**src/hdl/bxfr_pkg.sv**
```systemverilog
// ----------------------------------------------------------------------------
// bxfr_pkg
// Shared types and constants for the bypass crossfade ramp.
// ----------------------------------------------------------------------------
package bxfr_pkg;

  // Width of the ramp length register and of the ramp position.
  localparam int LEN_W = 17;
  localparam logic [LEN_W-1:0] LEN_RESET = 17'd8192;

  // Last control value seen; the extra code means nothing seen yet.
  localparam logic [1:0] CTL_NONE = 2'd2;

  typedef enum logic [1:0] {
    DIR_IDLE = 2'd0,
    DIR_DOWN = 2'd1,
    DIR_UP   = 2'd2
  } dir_t;

  typedef enum logic [3:0] {
    ST_IDLE = 4'b0001,
    ST_DIV  = 4'b0010,
    ST_MIX  = 4'b0100,
    ST_FIN  = 4'b1000
  } state_t;

endpackage

```
**src/hdl/bypass_crossfade_ramp_core.sv**
```systemverilog
// ----------------------------------------------------------------------------
// bypass_crossfade_ramp_core
// Stereo bypass crossfade: ramps the wet gain when the effect is switched.
// ----------------------------------------------------------------------------
//  channel | dir | tdata (low bit up)                        | tuser
//  in_     | in  | dry_left, dry_right, wet_left, wet_right   | effect_on
//  out_    | out | out_left, out_right                        | is_bypassed, is_ramping
//  cfg_    | in  | cfg_wr_data = ramp_length, written on cfg_wr_en
//
// An item that mixes passes through the serial divider, then through the shared
// multiplier once per channel (difference, product, rounded sum), and then from
// ST_FIN into the output register. An item outside a ramp goes from ST_IDLE
// straight to ST_FIN and from there into the output register. in_tready is high
// only while no item is in work, so a new item is taken only after the last one
// has left ST_FIN; a finished result waits in the output register while the next
// item is taken, and a stalled receiver holds the next result until it drains.
// Reset is synchronous; it clears the ramp state and sets ramp_length to 8192.
// ----------------------------------------------------------------------------
module bypass_crossfade_ramp_core #(
  parameter int SAMPLE_WIDTH   = 24,
  parameter int GAIN_FRAC_BITS = 16
) (
  input  logic                                  clk,
  input  logic                                  rst_n,
  input  logic                                  in_tvalid,
  output logic                                  in_tready,
  // dry_left, dry_right, wet_left, wet_right
  input  logic [((4*SAMPLE_WIDTH+7)/8)*8-1:0]   in_tdata,
  // effect_on
  input  logic                                  in_tuser,
  output logic                                  out_tvalid,
  input  logic                                  out_tready,
  // out_left, out_right
  output logic [((2*SAMPLE_WIDTH+7)/8)*8-1:0]   out_tdata,
  // is_bypassed, is_ramping
  output logic [1:0]                            out_tuser,
  input  logic                                  cfg_wr_en,
  input  logic [bxfr_pkg::LEN_W-1:0]            cfg_wr_data
);

  localparam int SW     = SAMPLE_WIDTH;
  localparam int GF     = GAIN_FRAC_BITS;
  localparam int LW     = bxfr_pkg::LEN_W;
  localparam int OUT_DW = ((2*SAMPLE_WIDTH+7)/8)*8;

  bxfr_pkg::state_t state_r;
  bxfr_pkg::dir_t   dir_r;
  bxfr_pkg::dir_t   dir_mid;
  bxfr_pkg::dir_t   dir_nxt;

  logic [LW-1:0]  len_cfg_r;
  logic [1:0]     last_ctl_r;
  logic [LW-1:0]  pos_r;
  logic [LW-1:0]  pos_mid;
  logic [LW-1:0]  pos_nxt;
  logic [LW-1:0]  pos_eff;
  logic [LW-1:0]  len;
  logic           byp_r;
  logic           byp_mid;
  logic           byp_nxt;
  logic           active_r;
  logic           active_nxt;

  logic signed [SW-1:0] dry_l_r, dry_r_r, wet_l_r, wet_r_r;
  logic signed [SW-1:0] out_l_r, out_r_r;
  logic                 out_tvalid_r;
  logic [1:0]           out_flags_r;

  logic                 accept;
  logic                 ctl;
  logic                 div_done;
  logic [GF:0]          gain;
  logic                 mix_done;
  logic signed [SW-1:0] mix_left, mix_right;
  logic                 out_load;

  assign in_tready = (state_r == bxfr_pkg::ST_IDLE);
  assign accept    = in_tvalid && in_tready;
  assign ctl       = in_tuser;
  assign len       = (len_cfg_r == '0) ? LW'(1) : len_cfg_r;

  // Control check first, then one ramp step; the mix uses the new position.
  always_comb begin
    dir_mid = dir_r;
    pos_mid = pos_r;
    byp_mid = byp_r;
    if ({1'b0, ctl} != last_ctl_r) begin
      if (!ctl) begin
        if (dir_r == bxfr_pkg::DIR_IDLE) begin
          pos_mid = len;
        end
        dir_mid = bxfr_pkg::DIR_DOWN;
      end else begin
        if (dir_r == bxfr_pkg::DIR_IDLE) begin
          pos_mid = '0;
        end
        dir_mid = bxfr_pkg::DIR_UP;
        byp_mid = 1'b0;
      end
    end
    active_nxt = (dir_mid != bxfr_pkg::DIR_IDLE);
    dir_nxt    = dir_mid;
    pos_nxt    = pos_mid;
    byp_nxt    = byp_mid;
    case (dir_mid)
      bxfr_pkg::DIR_DOWN: begin
        if (pos_mid != '0) begin
          pos_nxt = pos_mid - LW'(1);
        end
        if (pos_nxt == '0) begin
          dir_nxt = bxfr_pkg::DIR_IDLE;
          byp_nxt = 1'b1;
        end
      end
      bxfr_pkg::DIR_UP: begin
        if (pos_mid < len) begin
          pos_nxt = pos_mid + LW'(1);
        end
        if (pos_nxt >= len) begin
          dir_nxt = bxfr_pkg::DIR_IDLE;
        end
      end
      default: ;
    endcase
    pos_eff = (pos_nxt < len) ? pos_nxt : len;
  end

  always_ff @(posedge clk) begin
    if (!rst_n) begin
      len_cfg_r <= bxfr_pkg::LEN_RESET;
    end else if (cfg_wr_en) begin
      len_cfg_r <= cfg_wr_data;
    end
  end

  always_ff @(posedge clk) begin
    if (!rst_n) begin
      state_r      <= bxfr_pkg::ST_IDLE;
      last_ctl_r   <= bxfr_pkg::CTL_NONE;
      dir_r        <= bxfr_pkg::DIR_IDLE;
      pos_r        <= '0;
      byp_r        <= 1'b0;
      active_r     <= 1'b0;
      out_tvalid_r <= 1'b0;
    end else begin
      if (out_load) begin
        out_tvalid_r <= 1'b1;
      end else if (out_tready) begin
        out_tvalid_r <= 1'b0;
      end
      unique case (state_r)
        bxfr_pkg::ST_IDLE: begin
          if (accept) begin
            last_ctl_r <= {1'b0, ctl};
            dir_r      <= dir_nxt;
            pos_r      <= pos_nxt;
            byp_r      <= byp_nxt;
            active_r   <= active_nxt;
            state_r    <= active_nxt ? bxfr_pkg::ST_DIV : bxfr_pkg::ST_FIN;
          end
        end
        bxfr_pkg::ST_DIV: begin
          if (div_done) begin
            state_r <= bxfr_pkg::ST_MIX;
          end
        end
        bxfr_pkg::ST_MIX: begin
          if (mix_done) begin
            state_r <= bxfr_pkg::ST_FIN;
          end
        end
        bxfr_pkg::ST_FIN: begin
          if (out_load) begin
            state_r <= bxfr_pkg::ST_IDLE;
          end
        end
        default: state_r <= bxfr_pkg::ST_IDLE;
      endcase
    end
  end

  always_ff @(posedge clk) begin
    if (accept) begin
      dry_l_r <= in_tdata[SW-1:0];
      dry_r_r <= in_tdata[2*SW-1:SW];
      wet_l_r <= in_tdata[3*SW-1:2*SW];
      wet_r_r <= in_tdata[4*SW-1:3*SW];
    end
  end

  assign out_load = (state_r == bxfr_pkg::ST_FIN) && (!out_tvalid_r || out_tready);

  always_ff @(posedge clk) begin
    if (out_load) begin
      if (active_r) begin
        out_l_r <= mix_left;
        out_r_r <= mix_right;
      end else begin
        out_l_r <= byp_r ? dry_l_r : wet_l_r;
        out_r_r <= byp_r ? dry_r_r : wet_r_r;
      end
      out_flags_r <= {dir_r != bxfr_pkg::DIR_IDLE, byp_r};
    end
  end

  bxfr_gain_div #(
    .GAIN_FRAC_BITS(GF)
  ) u_div (
    .clk   (clk),
    .rst_n (rst_n),
    .start (accept && active_nxt),
    .pos   (pos_eff),
    .len   (len),
    .done  (div_done),
    .gain  (gain)
  );

  bxfr_mix_unit #(
    .SAMPLE_WIDTH  (SW),
    .GAIN_FRAC_BITS(GF)
  ) u_mix (
    .clk       (clk),
    .rst_n     (rst_n),
    .start     (div_done),
    .gain      (gain),
    .dry_left  (dry_l_r),
    .dry_right (dry_r_r),
    .wet_left  (wet_l_r),
    .wet_right (wet_r_r),
    .done      (mix_done),
    .mix_left  (mix_left),
    .mix_right (mix_right)
  );

  assign out_tvalid = out_tvalid_r;
  assign out_tdata  = OUT_DW'({out_r_r, out_l_r});
  assign out_tuser  = out_flags_r;

endmodule

```
**src/hdl/bxfr_gain_div.sv**
```systemverilog
// ----------------------------------------------------------------------------
// bxfr_gain_div
// Restoring divider for the wet gain g = pos * 2^FRAC / len, one bit a cycle.
// ----------------------------------------------------------------------------
module bxfr_gain_div #(
  parameter int GAIN_FRAC_BITS = 16
) (
  input  logic                           clk,
  input  logic                           rst_n,
  input  logic                           start,
  input  logic [bxfr_pkg::LEN_W-1:0]     pos,
  input  logic [bxfr_pkg::LEN_W-1:0]     len,
  output logic                           done,
  output logic [GAIN_FRAC_BITS:0]        gain
);

  localparam int LW = bxfr_pkg::LEN_W;
  localparam int CW = $clog2(GAIN_FRAC_BITS + 1);

  logic              busy_r;
  logic              done_r;
  logic [CW-1:0]     cnt_r;
  logic [LW-1:0]     rem_r;
  logic [LW-1:0]     len_r;
  logic [GAIN_FRAC_BITS:0] q_r;

  logic [LW:0] trial;
  logic [LW:0] diff;
  logic        geq;

  assign trial = {rem_r, 1'b0};
  assign diff  = trial - {1'b0, len_r};
  assign geq   = trial >= {1'b0, len_r};

  always_ff @(posedge clk) begin
    if (!rst_n) begin
      busy_r <= 1'b0;
      done_r <= 1'b0;
    end else begin
      done_r <= 1'b0;
      if (start) begin
        busy_r <= 1'b1;
      end else if (busy_r && cnt_r == CW'(1)) begin
        busy_r <= 1'b0;
        done_r <= 1'b1;
      end
    end
  end

  // The integer part of the quotient is 1 only when pos is at least len, and then
  // the remainder is zero, so every fraction bit comes out 0.
  always_ff @(posedge clk) begin
    if (start) begin
      cnt_r <= CW'(GAIN_FRAC_BITS);
      len_r <= len;
      if (pos >= len) begin
        rem_r <= '0;
        q_r   <= (GAIN_FRAC_BITS+1)'(1);
      end else begin
        rem_r <= pos;
        q_r   <= '0;
      end
    end else if (busy_r) begin
      cnt_r <= cnt_r - CW'(1);
      if (geq) begin
        rem_r <= diff[LW-1:0];
        q_r   <= {q_r[GAIN_FRAC_BITS-1:0], 1'b1};
      end else begin
        rem_r <= trial[LW-1:0];
        q_r   <= {q_r[GAIN_FRAC_BITS-1:0], 1'b0};
      end
    end
  end

  assign done = done_r;
  assign gain = q_r;

endmodule

```
**src/hdl/bxfr_mix_unit.sv**
```systemverilog
// ----------------------------------------------------------------------------
// bxfr_mix_unit
// One multiplier shared by both channels: out = dry + (wet - dry) * g,
// rounded to nearest and saturated.
// ----------------------------------------------------------------------------
module bxfr_mix_unit #(
  parameter int SAMPLE_WIDTH   = 24,
  parameter int GAIN_FRAC_BITS = 16
) (
  input  logic                           clk,
  input  logic                           rst_n,
  input  logic                           start,
  input  logic [GAIN_FRAC_BITS:0]        gain,
  input  logic signed [SAMPLE_WIDTH-1:0] dry_left,
  input  logic signed [SAMPLE_WIDTH-1:0] dry_right,
  input  logic signed [SAMPLE_WIDTH-1:0] wet_left,
  input  logic signed [SAMPLE_WIDTH-1:0] wet_right,
  output logic                           done,
  output logic signed [SAMPLE_WIDTH-1:0] mix_left,
  output logic signed [SAMPLE_WIDTH-1:0] mix_right
);

  localparam int SW = SAMPLE_WIDTH;
  localparam int GF = GAIN_FRAC_BITS;
  localparam int AW = SW + GF + 3;
  localparam int RW = SW + 3;

  localparam logic signed [RW-1:0] SAT_HI = {4'b0000, {(SW-1){1'b1}}};
  localparam logic signed [RW-1:0] SAT_LO = {4'b1111, {(SW-1){1'b0}}};
  localparam logic signed [AW-1:0] HALF   = AW'(1) <<< (GF - 1);

  typedef enum logic [3:0] {
    M_IDLE = 4'b0001,
    M_DIFF = 4'b0010,
    M_MUL  = 4'b0100,
    M_SUM  = 4'b1000
  } mix_state_t;

  mix_state_t              mst_r;
  logic                    chan_r;
  logic                    done_r;
  logic [GF:0]             g_r;
  logic signed [SW:0]      diff_r;
  logic signed [AW-1:0]    prod_r;
  logic signed [SW-1:0]    left_r;
  logic signed [SW-1:0]    right_r;

  logic signed [SW-1:0]    sel_dry;
  logic signed [SW-1:0]    sel_wet;
  logic signed [AW-1:0]    acc;
  logic signed [RW-1:0]    rnd;
  logic signed [SW-1:0]    sat;

  assign sel_dry = chan_r ? dry_right : dry_left;
  assign sel_wet = chan_r ? wet_right : wet_left;

  always_comb begin
    acc = (AW'(sel_dry) <<< GF) + prod_r + HALF;
    rnd = acc[AW-1:GF];
    if (rnd > SAT_HI) begin
      sat = SAT_HI[SW-1:0];
    end else if (rnd < SAT_LO) begin
      sat = SAT_LO[SW-1:0];
    end else begin
      sat = rnd[SW-1:0];
    end
  end

  always_ff @(posedge clk) begin
    if (!rst_n) begin
      mst_r  <= M_IDLE;
      chan_r <= 1'b0;
      done_r <= 1'b0;
    end else begin
      done_r <= 1'b0;
      unique case (mst_r)
        M_IDLE: begin
          if (start) begin
            chan_r <= 1'b0;
            mst_r  <= M_DIFF;
          end
        end
        M_DIFF: mst_r <= M_MUL;
        M_MUL:  mst_r <= M_SUM;
        M_SUM: begin
          if (chan_r) begin
            done_r <= 1'b1;
            mst_r  <= M_IDLE;
          end else begin
            chan_r <= 1'b1;
            mst_r  <= M_DIFF;
          end
        end
        default: mst_r <= M_IDLE;
      endcase
    end
  end

  always_ff @(posedge clk) begin
    if (start && mst_r == M_IDLE) begin
      g_r <= gain;
    end
    if (mst_r == M_DIFF) begin
      diff_r <= (SW+1)'(sel_wet) - (SW+1)'(sel_dry);
    end
    if (mst_r == M_MUL) begin
      prod_r <= diff_r * $signed({1'b0, g_r});
    end
    if (mst_r == M_SUM) begin
      if (chan_r) begin
        right_r <= sat;
      end else begin
        left_r <= sat;
      end
    end
  end

  assign done      = done_r;
  assign mix_left  = left_r;
  assign mix_right = right_r;

endmodule
```
**config.mk**
```make
export PLATFORM = sky130hd
export DESIGN_NAME = bypass_crossfade_ramp_core
export DESIGN_NICKNAME = d
export VERILOG_FILES = /design/src/hdl/bxfr_pkg.sv /design/src/hdl/bypass_crossfade_ramp_core.sv /design/src/hdl/bxfr_gain_div.sv /design/src/hdl/bxfr_mix_unit.sv
export SDC_FILE = /design/constraint.sdc
export NUM_CORES = 2
export LEC_CHECK = 0
export ABC_AREA = 1
export BUFFER_PORTS_ARGS = -buffer_cell sky130_fd_sc_hd__buf_2
export CAP_MARGIN = 20
export CORE_MARGIN = 2
export CORE_UTILIZATION = 40
export CTS_CLUSTER_SIZE = 12
export DETAILED_ROUTE_END_ITERATION = 7
export PLACE_DENSITY_LB_ADDON = 0.12
export SYNTH_ARGS = -nofsm -noshare
export SYNTH_HDL_FRONTEND = slang
export SYNTH_SLANG_ARGS = --single-unit
export TNS_END_PERCENT = 20
```
**constraint.sdc**
```tcl
create_clock -name clk -period 11 [get_ports clk]
set_clock_uncertainty 0.2 [all_clocks]
set_input_delay 2.2 -clock clk [delete_from_list [all_inputs] [get_ports clk]]
set_output_delay 2.2 -clock clk [all_outputs]
set_load 0.02 [all_outputs]
```
-- Yosys cells after proc, flatten, opt, wreduce, memory -nomap -nowiden
Index checks and enable logic that the tools add are counted.
- bits in registers: 388
- latch bits: 0
- bits in writable memories: 0
- ROM bits: 0
- input bits: 119
- output and inout bits: 52
- memories kept: 0
- add/sub/neg operators: 7
- $mul: 1
- divide/modulo/power cells: 0
- magnitude comparators: 7
- equality and inequality tests: 17
- shift operators: 0
- muxes and demuxes: 53
- bitwise gates (word level): 2
- reduce and logical (&&, ||, !) cells: 24
- operators by type and width (operator ; count):
    17-bit 2-to-1 mux ; 16
    24-bit 2-to-1 mux ; 8
    40-bit by 43-bit adder with 43-bit output ; 1
    43-bit by 17-bit adder with 43-bit output, second input constant ; 1
    25-bit by 18-bit multiplier with 43-bit output ; 1
    17-bit greater-or-equal comparator ; 2
    17-bit zero test ; 2
    17-bit less-than comparator ; 2
    17-bit case mux with 2 select lines ; 1
    4-bit case mux with 4 select lines ; 2
    27-bit by 24-bit greater-than comparator with 1-bit output, second input constant ; 1
    27-bit by 24-bit less-than comparator with 1-bit output, second input constant ; 1
    24-bit by 24-bit subtractor with 25-bit output ; 1
    4-bit 2-to-1 mux ; 6
    18-bit by 17-bit greater-or-equal comparator with 1-bit output ; 1
    17-bit by 1-bit adder with 17-bit output, second input constant ; 1
    17-bit nonzero test ; 1
    17-bit by 1-bit subtractor with 17-bit output, second input constant ; 1
    17-bit subtractor ; 1
    1-bit 2-to-1 mux ; 13
    2-bit nonzero test ; 6
    2-bit 2-to-1 mux ; 5
    2-bit AND reduction ; 5
    4-bit by 1-bit == test with 1-bit output, second input constant ; 2
    19 further kinds ; 30

-- Depth between registers and ports, before layout
- word-level depth: 14
- depth in mapped cells: 50
- mapped depth without buffers: 47

-- Hierarchy
A second synthesis with hierarchy kept.
- cell total of the unflattened synthesis: 4787
- area, all modules: 38675.8 um^2
- by module, submodules not included (module ; instances ; cells an instance ; area an instance (um^2)):
    bxfr_mix_unit ; 1 ; 3003 ; 23715.2
    bypass_crossfade_ramp_core ; 1 ; 1183 ; 10468.8
    bxfr_gain_div ; 1 ; 601 ; 4491.8

-- Worst setup path after synthesis
Ideal clock, no wire load.
- path type: in2reg
- from: input in_tuser
- to: register u_div.q_r[0] (netlist: u_div.gain[0]) (data pin)
- data arrival time: 7.894 ns
- data required time: 10.543 ns
- path slack: 2.650 ns
- cell stages on the path: 47
- buffers on the path: 4
- cells stage by stage: inv_1 -> nand2_1 -> nand3_2 -> nand2_4 -> buf_6 -> nand2_1 -> o21a_1 -> inv_1 -> ha_1 -> nand2_1 -> nor2_1 -> nand4_1 -> a21oi_1 -> nor2_1 -> nand2_1 -> buf_2 -> nor2_2 -> nand3_1 -> [11 not listed] -> nand2_4 -> nand2_4 -> buf_8 -> nand2_1 -> and2_1 -> ha_1 -> nand2_1 -> nor2_1 -> a211oi_1 -> nor2_1 -> o21a_1 -> o21ai_0 -> nand3_1 -> nand2_1 -> nand2_1 -> a31oi_1 -> buf_2 -> nor2_1
- longest elaborated chain between the ends: 11
- RTL lines (element ; RTL line ; source):
    start: declaration ; bypass_crossfade_ramp_core.sv:30 ; input logic in_tuser,
    1-bit by 2-bit inequality test with 1-bit output / 17-bit 2-to-1 mux (equally long branches) ; bypass_crossfade_ramp_core.sv:87, bypass_crossfade_ramp_core.sv:88 ;
    17-bit 2-to-1 mux ; bypass_crossfade_ramp_core.sv:87 ; if ({1'b0, ctl} != last_ctl_r) begin
    17-bit by 1-bit adder with 17-bit output (tied with other cells) ; bypass_crossfade_ramp_core.sv:117 ; pos_nxt = pos_mid + LW'(1);
    17-bit 2-to-1 mux, on equally long branches ; bypass_crossfade_ramp_core.sv:116, bypass_crossfade_ramp_core.sv:107 ;
    17-bit 2-to-1 mux ; bypass_crossfade_ramp_core.sv:105 ; case (dir_mid)
    17-bit case mux with 2 select lines (*) ; bypass_crossfade_ramp_core.sv:105 ;
    net pos_nxt[12] ; bypass_crossfade_ramp_core.sv:55 ; logic [LW-1:0] pos_nxt;
    17-bit less-than comparator ; bypass_crossfade_ramp_core.sv:125 ; pos_eff = (pos_nxt < len) ? pos_nxt : len;
    17-bit 2-to-1 mux (*) ; bypass_crossfade_ramp_core.sv:125 ;
    17-bit greater-or-equal comparator (*) ; bxfr_gain_div.sv:56 ; if (pos >= len) begin
    1-bit 2-to-1 mux (*) ; bxfr_gain_div.sv:56 ;
    17-bit 2-to-1 mux (*) ; bxfr_gain_div.sv:53 ; if (start) begin
    end signal: assignment ; bxfr_gain_div.sv:58 ; q_r <= (GAIN_FRAC_BITS+1)'(1);
    end signal: assignment ; bxfr_gain_div.sv:67 ; q_r <= {q_r[GAIN_FRAC_BITS-1:0], 1'b1};
    end signal: assignment ; bxfr_gain_div.sv:70 ; q_r <= {q_r[GAIN_FRAC_BITS-1:0], 1'b0};
    end: declaration ; bxfr_gain_div.sv:25 ; logic [GAIN_FRAC_BITS:0] q_r;
Mark *: on every way through the listed nets, which the timed path passes. The rest lies on a longest branch. The select of a mux whose other input is x is not followed.
A chain may end at the register's enable or synchronous reset.

-- Worst setup path after layout
- from: input in_tuser
- to: register u_div.rem_r[2] (data pin)
- longest elaborated chain between the ends: 11
- RTL lines (element ; RTL line ; source):
    1-bit by 2-bit inequality test with 1-bit output / 17-bit 2-to-1 mux (equally long branches) ; bypass_crossfade_ramp_core.sv:87, bypass_crossfade_ramp_core.sv:88 ;
    17-bit 2-to-1 mux ; bypass_crossfade_ramp_core.sv:87 ;
    17-bit by 1-bit adder with 17-bit output (tied with other cells) ; bypass_crossfade_ramp_core.sv:117 ;
    17-bit 2-to-1 mux, on equally long branches ; bypass_crossfade_ramp_core.sv:116, bypass_crossfade_ramp_core.sv:107 ;
    17-bit 2-to-1 mux ; bypass_crossfade_ramp_core.sv:105 ;
    17-bit case mux with 2 select lines (*) ; bypass_crossfade_ramp_core.sv:105 ;
    net pos_nxt[15] ; bypass_crossfade_ramp_core.sv:55 ;
    17-bit less-than comparator ; bypass_crossfade_ramp_core.sv:125 ;
    17-bit 2-to-1 mux (*) ; bypass_crossfade_ramp_core.sv:125 ;
    17-bit greater-or-equal comparator ; bxfr_gain_div.sv:56 ;
    17-bit 2-to-1 mux (*) ; bxfr_gain_div.sv:56 ;
    17-bit 2-to-1 mux (*) ; bxfr_gain_div.sv:53 ;
    end signal: assignment ; bxfr_gain_div.sv:60 ; rem_r <= pos;
    end signal: assignment ; bxfr_gain_div.sv:66 ; rem_r <= diff[LW-1:0];
    end signal: assignment ; bxfr_gain_div.sv:69 ; rem_r <= trial[LW-1:0];
    end: declaration ; bxfr_gain_div.sv:23 ; logic [LW-1:0] rem_r;
Marked as above.

==> summary.txt <==
status: complete, no violations
pin count of the biggest net entering global routing: 98
CTS tree: yes
remaining antenna violation count: 0
mean area per synthesized cell: 8.56 um^2
drt total wl: 101000 um
mux cell area share after synthesis: 0%
Total GRT Usage: 22.2%
R2R Setup Slk: 2.62 ns
Synth Instances: 4231
global route total overflow: 0
CP max-delay cell: nor4_1
postcts setup bufs: 0
worst-margin pin slew: 1.12 ns
RSZ-0062 raised after global routing: no
Final setup viols: 0
1st-pass router iterations: 5
DP HPWL: 79500 um
WP data arrival: 9.71 ns
RePlAce Congestion: 0.926
Synth Area in Simple Gates: 16.1%
Worst setup SP type: primary input
Core Footprint: 89900 um^2
DRC errors left: 0
min Tclk post-route: 9.45 ns
hold_buf cts: 0
TritonCTS Buffers: 44
initial antenna violation count: 1
worst hold path type: reg2reg
worst setup path class: in2reg
max_cap viols: 0
Static Leak: 19.5 nW
final setup TNS: 0 ns
Initial Util: 40.3%
Synth Register Bits: 373
Bufs on Longest Clock Path: 3
Avg WL per Cell: 18.3 um
met2 WL post-DR: 52500 um
crit share post-route: 85.9%
Max IR drop VDD: 0.153 mV
Reg-to-Reg End: u_div.rem_r[2]
crit-path max FO: 19
share of cells above drive strength 1: 7.75%
CTS Sinks: 373
Inst Count DP: 5433
met3 WL post-DR: 3150 um
Setup crit end kind: flop
chip height: 305 um
most frequent cells in the layout: 988 x nand2_1, 918 x inv_1, 417 x fa_1, 315 x edfxtp_1, 245 x a21oi_1
die width: 305 um
I/O Buffers: 170
num rows: 110
Synth Net Count: 5008
synthesized area: 36200 um^2
vias in the first global route: 28700
Iter 0 DRT Violations: 1592
YS warnings: 0
R2R cell count: 42
Hold Crit Depth: 0
Fmax: 0.106 GHz
H-Tree Depth: 2
I/O pins: 171
adder-cell share of the synthesized area: 31.4%
Worst Path Required: 11.26 ns
highest metal used: met4
Crit path top cell by count: nand2_1
via/cell ratio: 4.96
CP startpoint: in_tuser
Root Driver: clkbuf_16
xor-xnor portion of the synthesized cell area: 2.73%
CP Capture Point: u_div.rem_r[2]
Slew HR: 25.6%
asr flop ratio synth: 0%
post-CTS resize count: 0
main combinational cell family by area after synthesis: adder cells
commonest non-fill, non-tap cell in the layout: nand2_1
fillcell total: 8987
Synth Flop Type: edfxtp_1
Seq/Total Area, Yosys: 29.3%
DRT met1 WL: 41800 um
non-filler instance count after layout: 5515
final slew viol count: 0
Power, Total: 7.72 mW
Hold Fails Final Rpt: 0
first-pass GRT wire length: 161000 um
max incr delay on CP: 0.54 ns
RR Startpoint: last_ctl_r[0]
PD cells: 195 nW/um^2
clk_lat worst skew: 0.61 ns
nets@finish: 5081
complex-gate fraction of the synthesized area: 8.83%
Clock transition at path regs: 0.06 ns
number of synthesized flops with an enable pin: 315
area grow syn2layout: 9.26%
Yosys cell types: 55
vias: 27300
Die ar.: 92900 um^2
-- stage by stage --
step | hold WS [ns] | utilization, % | cell area, um^2 | worst slack, ns
3_5_place_dp | 0.209 | 42.4 | 38100 | 1.01
4_1_cts | 0.223 | 44.0 | 39500 | 1.64
3_3_place_gp | 0.204 | 42.4 | 38100 | 1.07
5_1_grt | 0.239 | 44.0 | 39600 | 0.682
2_1_floorplan | 0.200 | - | 36200 | 2.65
6_report | 0.218 | 44.0 | 39600 | 1.55
-- cells in the mapped netlist, drive strengths merged (31+ instances only) --
library cell | n | area (um^2)
o211ai | 31 | 246
nor2 | 193 | 778
xnor2 | 37 | 324
o21ai | 184 | 996
fa | 417 | 8350
ha | 241 | 3020
nand2 | 1004 | 3830
xor2 | 76 | 666
a21oi | 245 | 1230
inv | 925 | 3470
dfxtp | 58 | 1160
o21a | 33 | 248
nand3 | 132 | 676
clkbuf | 164 | 616
edfxtp | 315 | 9460
-- registers in the layout, summed over array words and instances (netlist names), 24 cells and up --
name / count
wet_l_r: 24
out_r_r: 24
wet_r_r: 24
u_mix.mix_right: 24
dry_l_r: 24
u_mix.diff_r: 25
dry_r_r: 24
u_mix.mix_left: 24
out_l_r: 24
u_mix.prod_r: 28
-- metal layers --
layer | up-vias | track usage, %
li1 | 13300 | -
met3 | 168 | 2.29
met2 | 489 | 40.7
met1 | 13400 | 27.0
met5 | - | 0
met4 | 0 | 7.90
-- how the worst min path moves through the flow --
stage,from,endpoint,slack (ns)
after floorplan,u_div.gain[16],u_mix.g_r[16],0.20
after global placement,u_div.gain[16],u_mix.g_r[16],0.20
after detailed placement,u_div.gain[16],u_mix.g_r[16],0.21
after CTS,u_div.gain[16],u_mix.g_r[16],0.22
after global routing,u_div.gain[16],u_mix.g_r[16],0.24
final,u_div.gain[16],u_mix.g_r[16],0.22
-- cell type report --
type | instances | area (um^2) | area share [%]
Tap cell | 1176 | 1470 | 3.72
Clock buffer | 62 | 1250 | 3.16
Multi-Input combinational cell | 2748 | 21400 | 54.1
Inverter | 929 | 3490 | 8.82
Antenna cell | 1 | 2.50 | 0.00633
Clock inverter | 18 | 164 | 0.414
Sequential cell | 373 | 10600 | 26.9
Timing Repair Buffer | 208 | 1160 | 2.92
-- power by group --
| part | internal (mW) | switching [mW] |
|---|---|---|
| Combinational | 1.38 | 2.70 |
| Clock | 0.822 | 0.621 |
| Sequential | 2.04 | 0.150 |
-- kinds of logic after synthesis --
group	count (synthesis)
xor gates and xnor gates	113
DFF	373
and+or+nand+nor	1420
buffers and inverters	1110
AOI/OAI and AO/OA	557
adders and majority gates	658
-- worst max-delay path, delay by kind of cell --
| family | cells | cell delay (ns) |
|---|---|---|
| simple gates | 30 | 4.15 |
| compound gates | 6 | 1.41 |
| buf+inv | 6 | 1.02 |
| fa+ha+maj | 3 | 0.89 |
Power figures use the tool's default switching activity.
